`config.mk`:
```
export PLATFORM = sky130hd
export DESIGN_NAME = marker_string_extractor_core
export DESIGN_NICKNAME = d
export VERILOG_FILES = /design/src/rtl/core/msx_pkg.sv /design/src/rtl/core/msx_ram.sv /design/src/rtl/core/msx_ctrl.sv /design/src/rtl/core/msx_dp.sv /design/src/rtl/core/marker_string_extractor_core.sv
export SDC_FILE = /design/constraint.sdc
export NUM_CORES = 1
export LEC_CHECK = 0
export BUFFER_PORTS_ARGS = -buffer_cell sky130_fd_sc_hd__buf_4
export CAP_MARGIN = 30
export CORE_MARGIN = 1
export CORE_UTILIZATION = 45
export DETAILED_ROUTE_END_ITERATION = 10
export PLACE_DENSITY = 0.57
export SKIP_LAST_GASP = 1
export SLEW_MARGIN = 20
export SYNTH_ARGS = -nofsm -noshare
export SYNTH_HDL_FRONTEND = slang
export SYNTH_SLANG_ARGS = --single-unit
```
`constraint.sdc`:
```
create_clock -name clk -period 3.1 [get_ports clk]
set_clock_uncertainty 0.1 [all_clocks]
set_input_delay 0.93 -clock clk [delete_from_list [all_inputs] [get_ports clk]]
set_output_delay 0.93 -clock clk [all_outputs]
set_load 0.005 [all_outputs]
```
`src/rtl/core/msx_pkg.sv`:
```
// ---------------------------------------------------------------------------
// msx_pkg
// types and constants of the marker string extractor
// ---------------------------------------------------------------------------
package msx_pkg;

	// capture buffer geometry
	localparam int LINE_CAP   = 64;
	localparam int LINE_DEPTH = LINE_CAP - 1;
	localparam int CNT_W      = $clog2(LINE_CAP);
	localparam int ADDR_W     = (LINE_DEPTH > 1) ? $clog2(LINE_DEPTH) : 1;

	// characters of interest
	localparam logic [7:0] CH_AT     = 8'h40;
	localparam logic [7:0] CH_LPAREN = 8'h28;
	localparam logic [7:0] CH_HASH   = 8'h23;
	localparam logic [7:0] CH_RPAREN = 8'h29;
	localparam logic [7:0] CH_NUL    = 8'h00;
	localparam logic [7:0] CH_NL     = 8'h0A;
	localparam logic [7:0] CH_SPACE  = 8'h20;
	localparam logic [7:0] CH_TAB    = 8'h09;
	localparam logic [7:0] CH_CR     = 8'h0D;
	localparam logic [7:0] CH_TILDE  = 8'h7E;

	typedef struct packed {
		logic [7:0] data_byte;
		logic       end_mark;
	} msx_in_t;

	typedef struct packed {
		logic [6:0] text_byte;
		logic       last_of_string;
	} msx_out_t;

	typedef enum logic [3:0] {
		ST_SEARCH,
		ST_AT,
		ST_PAREN,
		ST_HASH,
		ST_SKIP,
		ST_CAPT,
		ST_DONE,
		ST_EMIT_RD,
		ST_EMIT_LD
	} msx_state_t;

	// controller to datapath
	typedef struct packed {
		logic store;
		logic clr_cnt;
		logic ptr_clr;
		logic rd_en;
		logic load_out;
		logic ptr_inc;
	} msx_cmd_t;

	// datapath to controller
	typedef struct packed {
		logic end_mark;
		logic is_at;
		logic is_lparen;
		logic is_hash;
		logic is_rparen;
		logic is_blank;
		logic is_print;
		logic is_term;
		logic cnt_full;
		logic last_rd;
		logic out_free;
		logic first_only;
	} msx_sts_t;

endpackage

```
`src/rtl/core/msx_ram.sv`:
```
// ---------------------------------------------------------------------------
// msx_ram
// generic single write port ram with one registered read port
// ---------------------------------------------------------------------------
module msx_ram #(
	parameter int WIDTH = 8,
	parameter int DEPTH = 16
) (
	input  logic                                         clk,
	input  logic                                         wr_en,
	input  logic [((DEPTH > 1) ? $clog2(DEPTH) : 1)-1:0] wr_addr,
	input  logic [WIDTH-1:0]                             wr_data,
	input  logic                                         rd_en,
	input  logic [((DEPTH > 1) ? $clog2(DEPTH) : 1)-1:0] rd_addr,
	output logic [WIDTH-1:0]                             rd_data
);

	logic [WIDTH-1:0] mem_q [DEPTH];

	// write port
	always_ff @(posedge clk) begin
		if (wr_en) begin
			mem_q[wr_addr] <= wr_data;
		end
	end

	// registered read, holds while not enabled
	always_ff @(posedge clk) begin
		if (rd_en) begin
			rd_data <= mem_q[rd_addr];
		end
	end

endmodule

```
`src/rtl/core/msx_ctrl.sv`:
```
// ---------------------------------------------------------------------------
// msx_ctrl
// marker scan and emission state machine
// ---------------------------------------------------------------------------
module msx_ctrl (
	input  logic              clk,
	input  logic              arst_n,
	input  logic              in_valid,
	output logic              in_ready,
	input  msx_pkg::msx_sts_t sts,
	output msx_pkg::msx_cmd_t cmd
);
	import msx_pkg::*;

	msx_state_t state_q, state_d;
	logic       ret_done_q, ret_done_d;
	logic       accept;

	// input is taken in every scanning state
	assign in_ready = (state_q != ST_EMIT_RD) && (state_q != ST_EMIT_LD);
	assign accept   = in_valid && in_ready;

	// state registers
	always_ff @(posedge clk or negedge arst_n) begin
		if (!arst_n) begin
			state_q    <= ST_SEARCH;
			ret_done_q <= 1'b0;
		end else begin
			state_q    <= state_d;
			ret_done_q <= ret_done_d;
		end
	end

	// next state
	always_comb begin
		state_d    = state_q;
		ret_done_d = ret_done_q;
		if (accept && sts.end_mark) begin
			if (state_q == ST_CAPT) begin
				state_d    = ST_EMIT_RD;
				ret_done_d = 1'b0;
			end else begin
				state_d = ST_SEARCH;
			end
		end else if (accept) begin
			case (state_q)
				ST_SEARCH: begin
					if (sts.is_at) state_d = ST_AT;
				end
				ST_AT: begin
					if (sts.is_lparen) state_d = ST_PAREN;
					else if (!sts.is_at) state_d = ST_SEARCH;
				end
				ST_PAREN: begin
					if (sts.is_hash) state_d = ST_HASH;
					else if (sts.is_at) state_d = ST_AT;
					else state_d = ST_SEARCH;
				end
				ST_HASH: begin
					if (sts.is_rparen) state_d = ST_SKIP;
					else if (sts.is_at) state_d = ST_AT;
					else state_d = ST_SEARCH;
				end
				ST_SKIP: begin
					if (sts.is_blank) state_d = ST_SKIP;
					else if (sts.is_print) state_d = ST_CAPT;
					else state_d = ST_SEARCH;
				end
				ST_CAPT: begin
					if (sts.is_term) begin
						state_d    = ST_EMIT_RD;
						ret_done_d = sts.first_only;
					end else if (sts.cnt_full) begin
						state_d = ST_SEARCH;
					end
				end
				ST_DONE: state_d = ST_DONE;
				default: state_d = ST_SEARCH;
			endcase
		end else begin
			case (state_q)
				ST_EMIT_RD: state_d = ST_EMIT_LD;
				ST_EMIT_LD: begin
					if (sts.out_free) begin
						if (sts.last_rd) state_d = ret_done_q ? ST_DONE : ST_SEARCH;
						else state_d = ST_EMIT_RD;
					end
				end
				default: state_d = state_q;
			endcase
		end
	end

	// datapath commands
	always_comb begin
		cmd = '0;
		if (accept && sts.end_mark) begin
			cmd.ptr_clr = (state_q == ST_CAPT);
			cmd.clr_cnt = (state_q != ST_CAPT);
		end else if (accept) begin
			case (state_q)
				ST_SKIP: begin
					cmd.store = !sts.is_blank && sts.is_print;
				end
				ST_CAPT: begin
					cmd.ptr_clr = sts.is_term;
					cmd.clr_cnt = !sts.is_term && sts.cnt_full;
					cmd.store   = !sts.is_term && !sts.cnt_full;
				end
				default: cmd = '0;
			endcase
		end else begin
			case (state_q)
				ST_EMIT_RD: cmd.rd_en = 1'b1;
				ST_EMIT_LD: begin
					cmd.load_out = sts.out_free;
					cmd.clr_cnt  = sts.out_free && sts.last_rd;
					cmd.ptr_inc  = sts.out_free && !sts.last_rd;
				end
				default: cmd = '0;
			endcase
		end
	end

endmodule

```
`src/rtl/core/msx_dp.sv`:
```
// ---------------------------------------------------------------------------
// msx_dp
// byte classification, capture buffer, counters and output register
// ---------------------------------------------------------------------------
module msx_dp (
	input  logic              clk,
	input  logic              arst_n,
	input  msx_pkg::msx_in_t  in_data,
	input  logic              cfg_we,
	input  logic              cfg_wdata,
	input  msx_pkg::msx_cmd_t cmd,
	output msx_pkg::msx_sts_t sts,
	output logic              out_valid,
	input  logic              out_ready,
	output msx_pkg::msx_out_t out_data
);
	import msx_pkg::*;

	logic [CNT_W-1:0] count_q;
	logic [CNT_W-1:0] ptr_q;
	logic             first_only_q;
	logic             out_valid_q;
	msx_out_t         out_q;
	logic [6:0]       rd_data;
	logic [7:0]       c;

	assign c = in_data.data_byte;

	// byte classes and control status
	always_comb begin
		sts.end_mark   = in_data.end_mark;
		sts.is_at      = (c == CH_AT);
		sts.is_lparen  = (c == CH_LPAREN);
		sts.is_hash    = (c == CH_HASH);
		sts.is_rparen  = (c == CH_RPAREN);
		sts.is_blank   = (c == CH_SPACE) || ((c >= CH_TAB) && (c <= CH_CR));
		sts.is_print   = (c >= CH_SPACE) && (c <= CH_TILDE);
		sts.is_term    = (c == CH_NUL) || (c == CH_NL) || c[7];
		sts.cnt_full   = (count_q >= CNT_W'(LINE_DEPTH));
		sts.last_rd    = ((ptr_q + CNT_W'(1)) == count_q);
		sts.out_free   = !out_valid_q || out_ready;
		sts.first_only = first_only_q;
	end

	// configuration register
	always_ff @(posedge clk or negedge arst_n) begin
		if (!arst_n) begin
			first_only_q <= 1'b0;
		end else if (cfg_we) begin
			first_only_q <= cfg_wdata;
		end
	end

	// fill count and read pointer
	always_ff @(posedge clk or negedge arst_n) begin
		if (!arst_n) begin
			count_q <= '0;
			ptr_q   <= '0;
		end else begin
			if (cmd.clr_cnt) count_q <= '0;
			else if (cmd.store) count_q <= count_q + CNT_W'(1);
			if (cmd.ptr_clr) ptr_q <= '0;
			else if (cmd.ptr_inc) ptr_q <= ptr_q + CNT_W'(1);
		end
	end

	// capture buffer
	msx_ram #(
		.WIDTH (7),
		.DEPTH (LINE_DEPTH)
	) u_ram (
		.clk     (clk),
		.wr_en   (cmd.store),
		.wr_addr (count_q[ADDR_W-1:0]),
		.wr_data (c[6:0]),
		.rd_en   (cmd.rd_en),
		.rd_addr (ptr_q[ADDR_W-1:0]),
		.rd_data (rd_data)
	);

	// output register
	always_ff @(posedge clk or negedge arst_n) begin
		if (!arst_n) begin
			out_valid_q <= 1'b0;
		end else if (cmd.load_out) begin
			out_valid_q <= 1'b1;
		end else if (out_ready) begin
			out_valid_q <= 1'b0;
		end
	end

	always_ff @(posedge clk) begin
		if (cmd.load_out) begin
			out_q.text_byte      <= rd_data;
			out_q.last_of_string <= sts.last_rd;
		end
	end

	assign out_valid = out_valid_q;
	assign out_data  = out_q;

endmodule

```
`src/rtl/core/marker_string_extractor_core.sv`:
```
// ---------------------------------------------------------------------------
// marker_string_extractor_core
// identification string extractor: finds @(#) and emits the text after it
// ---------------------------------------------------------------------------
// While scanning the block takes one byte per cycle. When a terminator (NUL,
// newline, a byte above 127) or an end mark ends a capture, input stalls and
// the stored string is read back from the capture ram: each byte takes a
// registered ram read and then a load of the output register, and waits out
// any output stall. The output register lets the final byte of a string wait
// while scanning resumes. Up to LINE_CAP-1 bytes are held; one more non
// terminating byte drops the capture without output. The capture ram is not
// cleared after reset; only bytes written in the current capture are read.
module marker_string_extractor_core (
	input  logic              clk,
	input  logic              arst_n,
	input  logic              in_valid,
	output logic              in_ready,
	input  msx_pkg::msx_in_t  in_data,
	output logic              out_valid,
	input  logic              out_ready,
	output msx_pkg::msx_out_t out_data,
	input  logic              cfg_we,
	input  logic              cfg_wdata
);
	import msx_pkg::*;

	msx_cmd_t cmd;
	msx_sts_t sts;

	// control
	msx_ctrl u_ctrl (
		.clk      (clk),
		.arst_n   (arst_n),
		.in_valid (in_valid),
		.in_ready (in_ready),
		.sts      (sts),
		.cmd      (cmd)
	);

	// datapath
	msx_dp u_dp (
		.clk       (clk),
		.arst_n    (arst_n),
		.in_data   (in_data),
		.cfg_we    (cfg_we),
		.cfg_wdata (cfg_wdata),
		.cmd       (cmd),
		.sts       (sts),
		.out_valid (out_valid),
		.out_ready (out_ready),
		.out_data  (out_data)
	);

endmodule

```
# Word level (Yosys, flattened, before mapping)
# Memory sizes are Yosys's and may differ from the RTL's. A register that Yosys moved wholly into a read port is not among the register bits.
# Cells that the tools add are included.
word_totals:
  mem_bits_rw: 441
  reg_bits: 27
  n_memories: 1
  output_inout_bits: 10
  input_bits: 15
  elab_cells: 109
mem_list:
  columns: ["memory", "words", "word_bits", "read_ports", "rd_clocked_by_memory_dff", "write_ports", "line", "text"]
  rows:
  - ["u_dp.u_ram.mem_q", 63, 7, 1, 1, 1, "msx_ram.sv:18", "logic [WIDTH-1:0] mem_q [DEPTH];"]
classes:
  reduce_logical: 29
  muxes: 40
  n_addsub: 2
  order_cmp: 5
  n_eq_ne: 24
ops:
  columns: ["operator", "n"]
  rows:
  - ["$mux W4", 12]
  - ["$eq A8 B6 Y1 const B", 4]
  - ["$mux W6", 5]
  - ["$pmux W4 S7", 1]
  - ["$eq A4 B3 Y1 const B", 4]
  - ["$mux W1", 13]
  - ["$add A6 B1 Y6 const B", 2]
  - ["$mux W3", 4]
  - ["$ne A4 B3 Y1 const B", 3]
  - ["$logic_and A1 B1 Y1", 10]
  - ["$reduce_bool A2 Y1", 5]
  - ["$eq A4 B2 Y1 const B", 2]
  - ["$eq A8 B4 Y1 const B", 1]
  - ["$eq A8 B7 Y1 const B", 1]
  - ["$ge A8 B4 Y1 const B", 1]
  - ["$ge A8 B6 Y1 const B", 1]
  - ["$le A8 B4 Y1 const B", 1]
  - ["$le A8 B7 Y1 const B", 1]
  - ["$logic_not A8 Y1", 1]
  - ["$pmux W4 S2", 1]
  - ["$eq A6 B6 Y1", 1]
  - ["$ge A6 B6 Y1 const B", 1]
  - ["$mux W2", 3]
  - ["$logic_not A1 Y1", 5]
  - ["other kinds (13)", 17]

# Longest topological paths before layout
depth:
  ltp_word: 10
  depth_mapped: 11
  mapped_depth_nobuf: 7

# By module
# A second synthesis with hierarchy kept.
hier_totals:
  cells_unflattened: 985
  hier_area_um2: 19347.3
by_module_without_submodules:
  columns: ["mod", "cells_each", "area_each_um2", "instances", "seq_area_each_um2"]
  rows:
  - ["msx_ram", 799, 17543.1, 1, 13452.9]
  - ["msx_dp", 109, 1188.6, 1, 590.6]
  - ["msx_ctrl", 77, 615.6, 1, 125.1]

# Worst setup path after synthesis
# No wires, ideal clock.
synth_path:
  path_type: "input to register"
  from: "input in_data[8] (netlist name)"
  to: "memory u_dp.u_ram.mem_q[45][0] (enable)"
  n_path_buf: 1
  setup_time_ns: 0.360
  setup_slack_ns: -0.039
  required_ns: 2.640
  cell_stages: 7
  arrival_ns: 2.678
  cell_sequence: "o21ba_2 o21ai_0 or4b_1 a21oi_2 buf_4 nand4b_4 nor2_1"
synth_via:
  elab_chain_len: 10
  word_cells_on_any_way: 21
  classes_between: "order compare: 4; eq/ne: 2; mux: 5; reduce/logical: 10"
synth_lines:
  columns: ["item", "line", "text"]
  rows:
  - ["start, declared", "marker_string_extractor_core.sv:18", "input msx_pkg::msx_in_t in_data,"]
  - ["$ge A8 B4 Y1, or another cell as far along", "msx_dp.sv:36", "sts.is_blank = (c == CH_SPACE) || ((c >= CH_TAB) && (c <= CH_CR));"]
  - ["$logic_and A1 B1 Y1 / $logic_or A1 B1 Y1 (equally long branches)", "msx_dp.sv:36, msx_dp.sv:38", null]
  - ["$logic_or A1 B1 Y1, on equally long branches", "msx_dp.sv:36, msx_dp.sv:38", null]
  - ["$logic_not A1 Y1, on equally long branches", "msx_ctrl.sv:103, msx_ctrl.sv:108", null]
  - ["$logic_and A1 B1 Y1, on equally long branches", "msx_ctrl.sv:103, msx_ctrl.sv:108", null]
  - ["$pmux W1 S2 (*)", "msx_ctrl.sv:101", "case (state_q)"]
  - ["$mux W6 (*)", "msx_ctrl.sv:100", "end else if (accept) begin"]
  - ["$mux W1 (*)", "msx_ctrl.sv:97", "if (accept && sts.end_mark) begin"]
  - ["$mux W1 (*)", "msx_ram.sv:22", "if (wr_en) begin"]
  - ["$mux W1 (not written as such) (*)", "msx_ram.sv:23", "mem_q[wr_addr] <= wr_data;"]
  - ["end, declared", "msx_ram.sv:18", null]
# Mark *: on every way between the ends. The rest lies on a longest branch, timed or not.

# Worst setup path in the final report
layout_path:
  from: "register u_ctrl.state_q[1]"
  to: "output in_ready"
layout_via:
  elab_chain_len: 2
  word_cells_on_any_way: 3
  classes_between: "eq/ne: 2; reduce/logical: 1"
layout_lines:
  columns: ["item", "line", "text"]
  rows:
  - ["start, declared", "msx_ctrl.sv:15", "msx_state_t state_q, state_d;"]
  - ["start signal, assigned", "msx_ctrl.sv:29", "state_q <= state_d;"]
  - ["$ne A4 B3 Y1 / $ne A4 B4 Y1 (equally long branches)", "msx_ctrl.sv:20", "assign in_ready = (state_q != ST_EMIT_RD) && (state_q != ST_EMIT_LD);"]
  - ["$logic_and A1 B1 Y1 (*)", "msx_ctrl.sv:20", null]
  - ["end, declared", "marker_string_extractor_core.sv:17", "output logic in_ready,"]
# Marks and branches as above.

==> flow_summary.toml <==
[clock_tree]
worstSkewPairLatency_ns = 0.59
cts_sinks = 475
clk_path_buf_depth = 3
cts_tree = "built"
cts_buffers = 48
cts.reportedPaths.clkPinSlew_ns = 0.06
h-tree-depth = 2
cts_hold_buffers = 0
clock-root-buffer = "clkbuf_16"

[sta]
hold_violations = 0
rsz0062_at_grt = "false"
drv_slew = 0
tightest_slew_ns = 0.808
post-route-period-util_pct = 95.1
max_freq_ghz = 0.339
setup_viol = 0
max_slew_margin_pct = 46.1
finalCriticalPeriod_ns = 2.95

[yosys]
ys_seq_elements = 475
synthCells = 982
syn_avg_cell_area_sq_um = 19.6
synth-simple-area-share_pct = 5.51
synth_top_family_by_area = "multiplexers"
ys_seq_area_share_pct = 73.5
synth_nets = 999
synth.distinct_cells = 70
synth_fa_ha_area_share_pct = 0.130
synth_ff_type = "edfxtp_1"
ys_async_sr_fraction_pct = 4.00
synth.area.mux_share_pct = 15.2
synth_edf_count = 456
synth_xor_area_share_pct = 0.499
yosysWarnings = 0
synth-compound-area-share_pct = 3.53
netlist_area_sq_um = 19300

[setup_path]
worstSetupPathType = "reg2out"
cp_num_buf_inv = 2
slowest_delay_ns = 0.47
arrival_ns = 1.92
cp-end-kind = "primary output"
critPathLaunchType = "flop"
required_ns = 2.07
crit_family = "simple AND/OR/NAND/NOR gates"
crit_chain = "buf_4 > nor4b_4 > nor2_1 > buf_4"
crit_fanout = 10
worst_path_max_delay_cell = "dfrtp_1"
critPathMostFrequentCell = "buf_4"

[global_route]
grt_overflow = 0
grt_pass1_vias = 10100
grt_antenna_before_repair = 0
grt_usage_pct = 21.5
grt_max_degree = 64
grt_pass1_wl_um = 68100

[cells_and_area]
layout.cells.non_filler = 1729
fin_nets = 1169
synthToLayoutAreaGrowth_pct = 17.3
n_antenna_cell = 0
postLayoutCoreUtil_pct = 53.7
layout-drive-gt1-share_pct = 33.2

[floorplan]
die_x_um = 209
num_rows = 75
core_sq_um = 42100
dieArea_sq_um = 43700
ios = 25
start_util_pct = 45.8
fp.dieH_um = 209

[routing]
routed_wl_um = 45700
drt-pass1-iter-count = 5
final_antenna_net_count = 0
vias_per_cell = 5.77
wl_per_cell_um = 26.4
drtIter0Drc = 914
vias = 9984
drc = 0

[job]
maxCapViolCount = 0

[min_path]
worstHoldPathType = "in2async"

[placed_design]
dp.cells = 1641
port_buffers = 24
finalWeightedCongestion = 0.826
dp_hpwl_um = 29200

[pwr]
power.leakage_nw = 7.40
ir_worst_vdd_uv = 338
powerDensity_nw_per_um2 = 730

[run_status]
status = "completed"
## cells by family after synthesis
| kind of cell | count (synthesis) |
|---|---|
| flops | 475 |
| buf+inv | 63 |
| compound gates | 93 |
| mux | 139 |
| fa+ha+maj | 2 |
| xor+xnor | 11 |
| simple gates | 199 |
## cells in the final DEF (no fill, tap or decap), types with 4 or more instances in the layout
cell / synthesis / routed
edfxtp_1: 456 / 456
buf_4: 6 / 169
mux4_2: 123 / 123
nor2_1: 85 / 85
clkbuf_16: 0 / 49
nand2_1: 29 / 29
o21ai_0: 17 / 17
dfrtp_1: 19 / 16
mux2i_1: 15 / 15
a21oi_1: 14 / 14
a22oi_1: 14 / 14
nand3_1: 13 / 13
clkinv_1: 0 / 13
a211oi_1: 12 / 12
clkbuf_1: 21 / 11
nor2b_1: 10 / 10
buf_12: 0 / 10
o211ai_1: 8 / 8
clkinv_2: 0 / 8
and2_1: 7 / 7
xnor2_1: 7 / 7
nand2b_1: 6 / 6
nand4_1: 5 / 5
nor3_1: 5 / 5
or3_1: 4 / 4
xor2_1: 4 / 4
## where the power goes
part / switching (W) / total [W] / internal, W
Combinational: 0.00183 / 0.00374 / 0.00191
Clock: 0.00238 / 0.00552 / 0.00314
Sequential: 0.000136 / 0.00725 / 0.00712
Total: 0.00435 / 0.0165 / 0.0122
## path summary, 6_finish.rpt
| kind | startpoint | endpoint | slack, ns | depth (start not counted) |
|---|---|---|---|---|
| min reg2reg | u_dp.u_ram.rd_data[5] | u_dp.out_data[6] | 0.32 | 0 |
| max reg2reg | u_dp.ptr_q[0] | u_dp.u_ram.rd_data[1] | 0.18 | 6 |
| max | u_ctrl.state_q[1] | in_ready | 0.15 | 4 |
| min in group clk | u_dp.u_ram.rd_data[5] | u_dp.out_data[6] | 0.32 | 0 |
| max in group asynchronous | arst_n | u_ctrl.state_q[1] | 2.54 | 1 |
| min | arst_n | u_dp.ptr_q[2] | 0.12 | 1 |
## stage by stage
step / setup TNS [ns] / hold WS [ns] / setup slack [ns] / instance area (sq um) / total power (W)
6_report: 0 / 0.118 / 0.151 / 22600 / 0.0165
3_3_place_gp: -82.58 / 0.303 / -0.276 / 21100 / 0.0112
2_1_floorplan: -8.90 / 0.300 / -0.0385 / 19300 / 0.00989
4_1_cts: 0 / 0.0981 / 0.0194 / 22600 / 0.0167
3_5_place_dp: -86.64 / 0.305 / -0.304 / 21100 / 0.0112
5_1_grt: 0 / 0.107 / 0.0614 / 22600 / 0.0171
## cell usage after synthesis (2+ instances only)
master | instances | area share, %
nand2b_1 | 6 | 0.19
nand4b_1 | 2 | 0.091
nor4_1 | 3 | 0.097
nor2b_1 | 10 | 0.32
nor3_1 | 5 | 0.13
a22oi_1 | 14 | 0.54
a22o_1 | 3 | 0.14
or4b_2 | 3 | 0.16
edfxtp_1 | 456 | 71
and2_1 | 7 | 0.23
and3b_1 | 3 | 0.14
nand3_1 | 13 | 0.34
nand4bb_1 | 2 | 0.12
xor2_1 | 4 | 0.18
clkbuf_1 | 21 | 0.41
mux4_2 | 123 | 14
xnor2_1 | 7 | 0.32
o31ai_1 | 2 | 0.078
dfrtp_1 | 19 | 2.5
buf_2 | 16 | 0.42
a41oi_1 | 2 | 0.091
o21ai_0 | 17 | 0.44
nor4b_1 | 3 | 0.14
nand2_1 | 29 | 0.56
nor2_1 | 85 | 1.7
a211oi_1 | 12 | 0.47
or2_2 | 3 | 0.097
nand4b_4 | 3 | 0.37
or3_1 | 4 | 0.13
mux2i_1 | 15 | 0.78
buf_6 | 6 | 0.35
buf_1 | 10 | 0.19
ha_1 | 2 | 0.13
o211ai_1 | 8 | 0.31
inv_1 | 3 | 0.058
nand4_1 | 5 | 0.16
a31oi_2 | 2 | 0.13
nand3b_1 | 3 | 0.12
a211o_1 | 2 | 0.091
buf_4 | 6 | 0.23
a21oi_1 | 14 | 0.36
## area by class of cell
cell class	count	area (sq um)
sequential	475	14200
timing repair buffer	179	1470
multi-input combinational	444	4810
inverter	4	15.0
clock buffer	60	1270
tap	539	674
clock inverter	28	213
fill	3293	19500
## sequential cells by signal, indices dropped and copies added, names as in the netlist
signal              flops
u_dp.u_ram.mem_q      441
u_dp.count_q            6
u_dp.out_valid          1
u_ctrl.state_q          4
u_dp.out_data           8
u_dp.u_ram.rd_data      7
u_dp.ptr_q              6
u_dp.first_only_q       1
u_ctrl.ret_done_q       1
## worst register-to-register path, cell delays in order (launching register included)
cell	delay, ns
dfrtp_4	0.62
buf_4	0.28
buf_4	0.18
mux4_2	0.53
mux4_2	0.54
a22oi_1	0.26
nand2_1	0.12
## per-layer routing
layer,GRT usage [%],wire [um],vias up
li1,-,-,4375
met1,31.6,20900,5266
met2,34.1,21900,293
met3,3.49,2190,50
met4,4.54,673,0
met5,0,0,-
## timing repair
item / CTS / global route
setup buffers: 0 / 0
setup endpoints to repair: 0 / 1
gates resized for setup: 0 / 1
No activity file was read; power rests on OpenSTA's default activity.
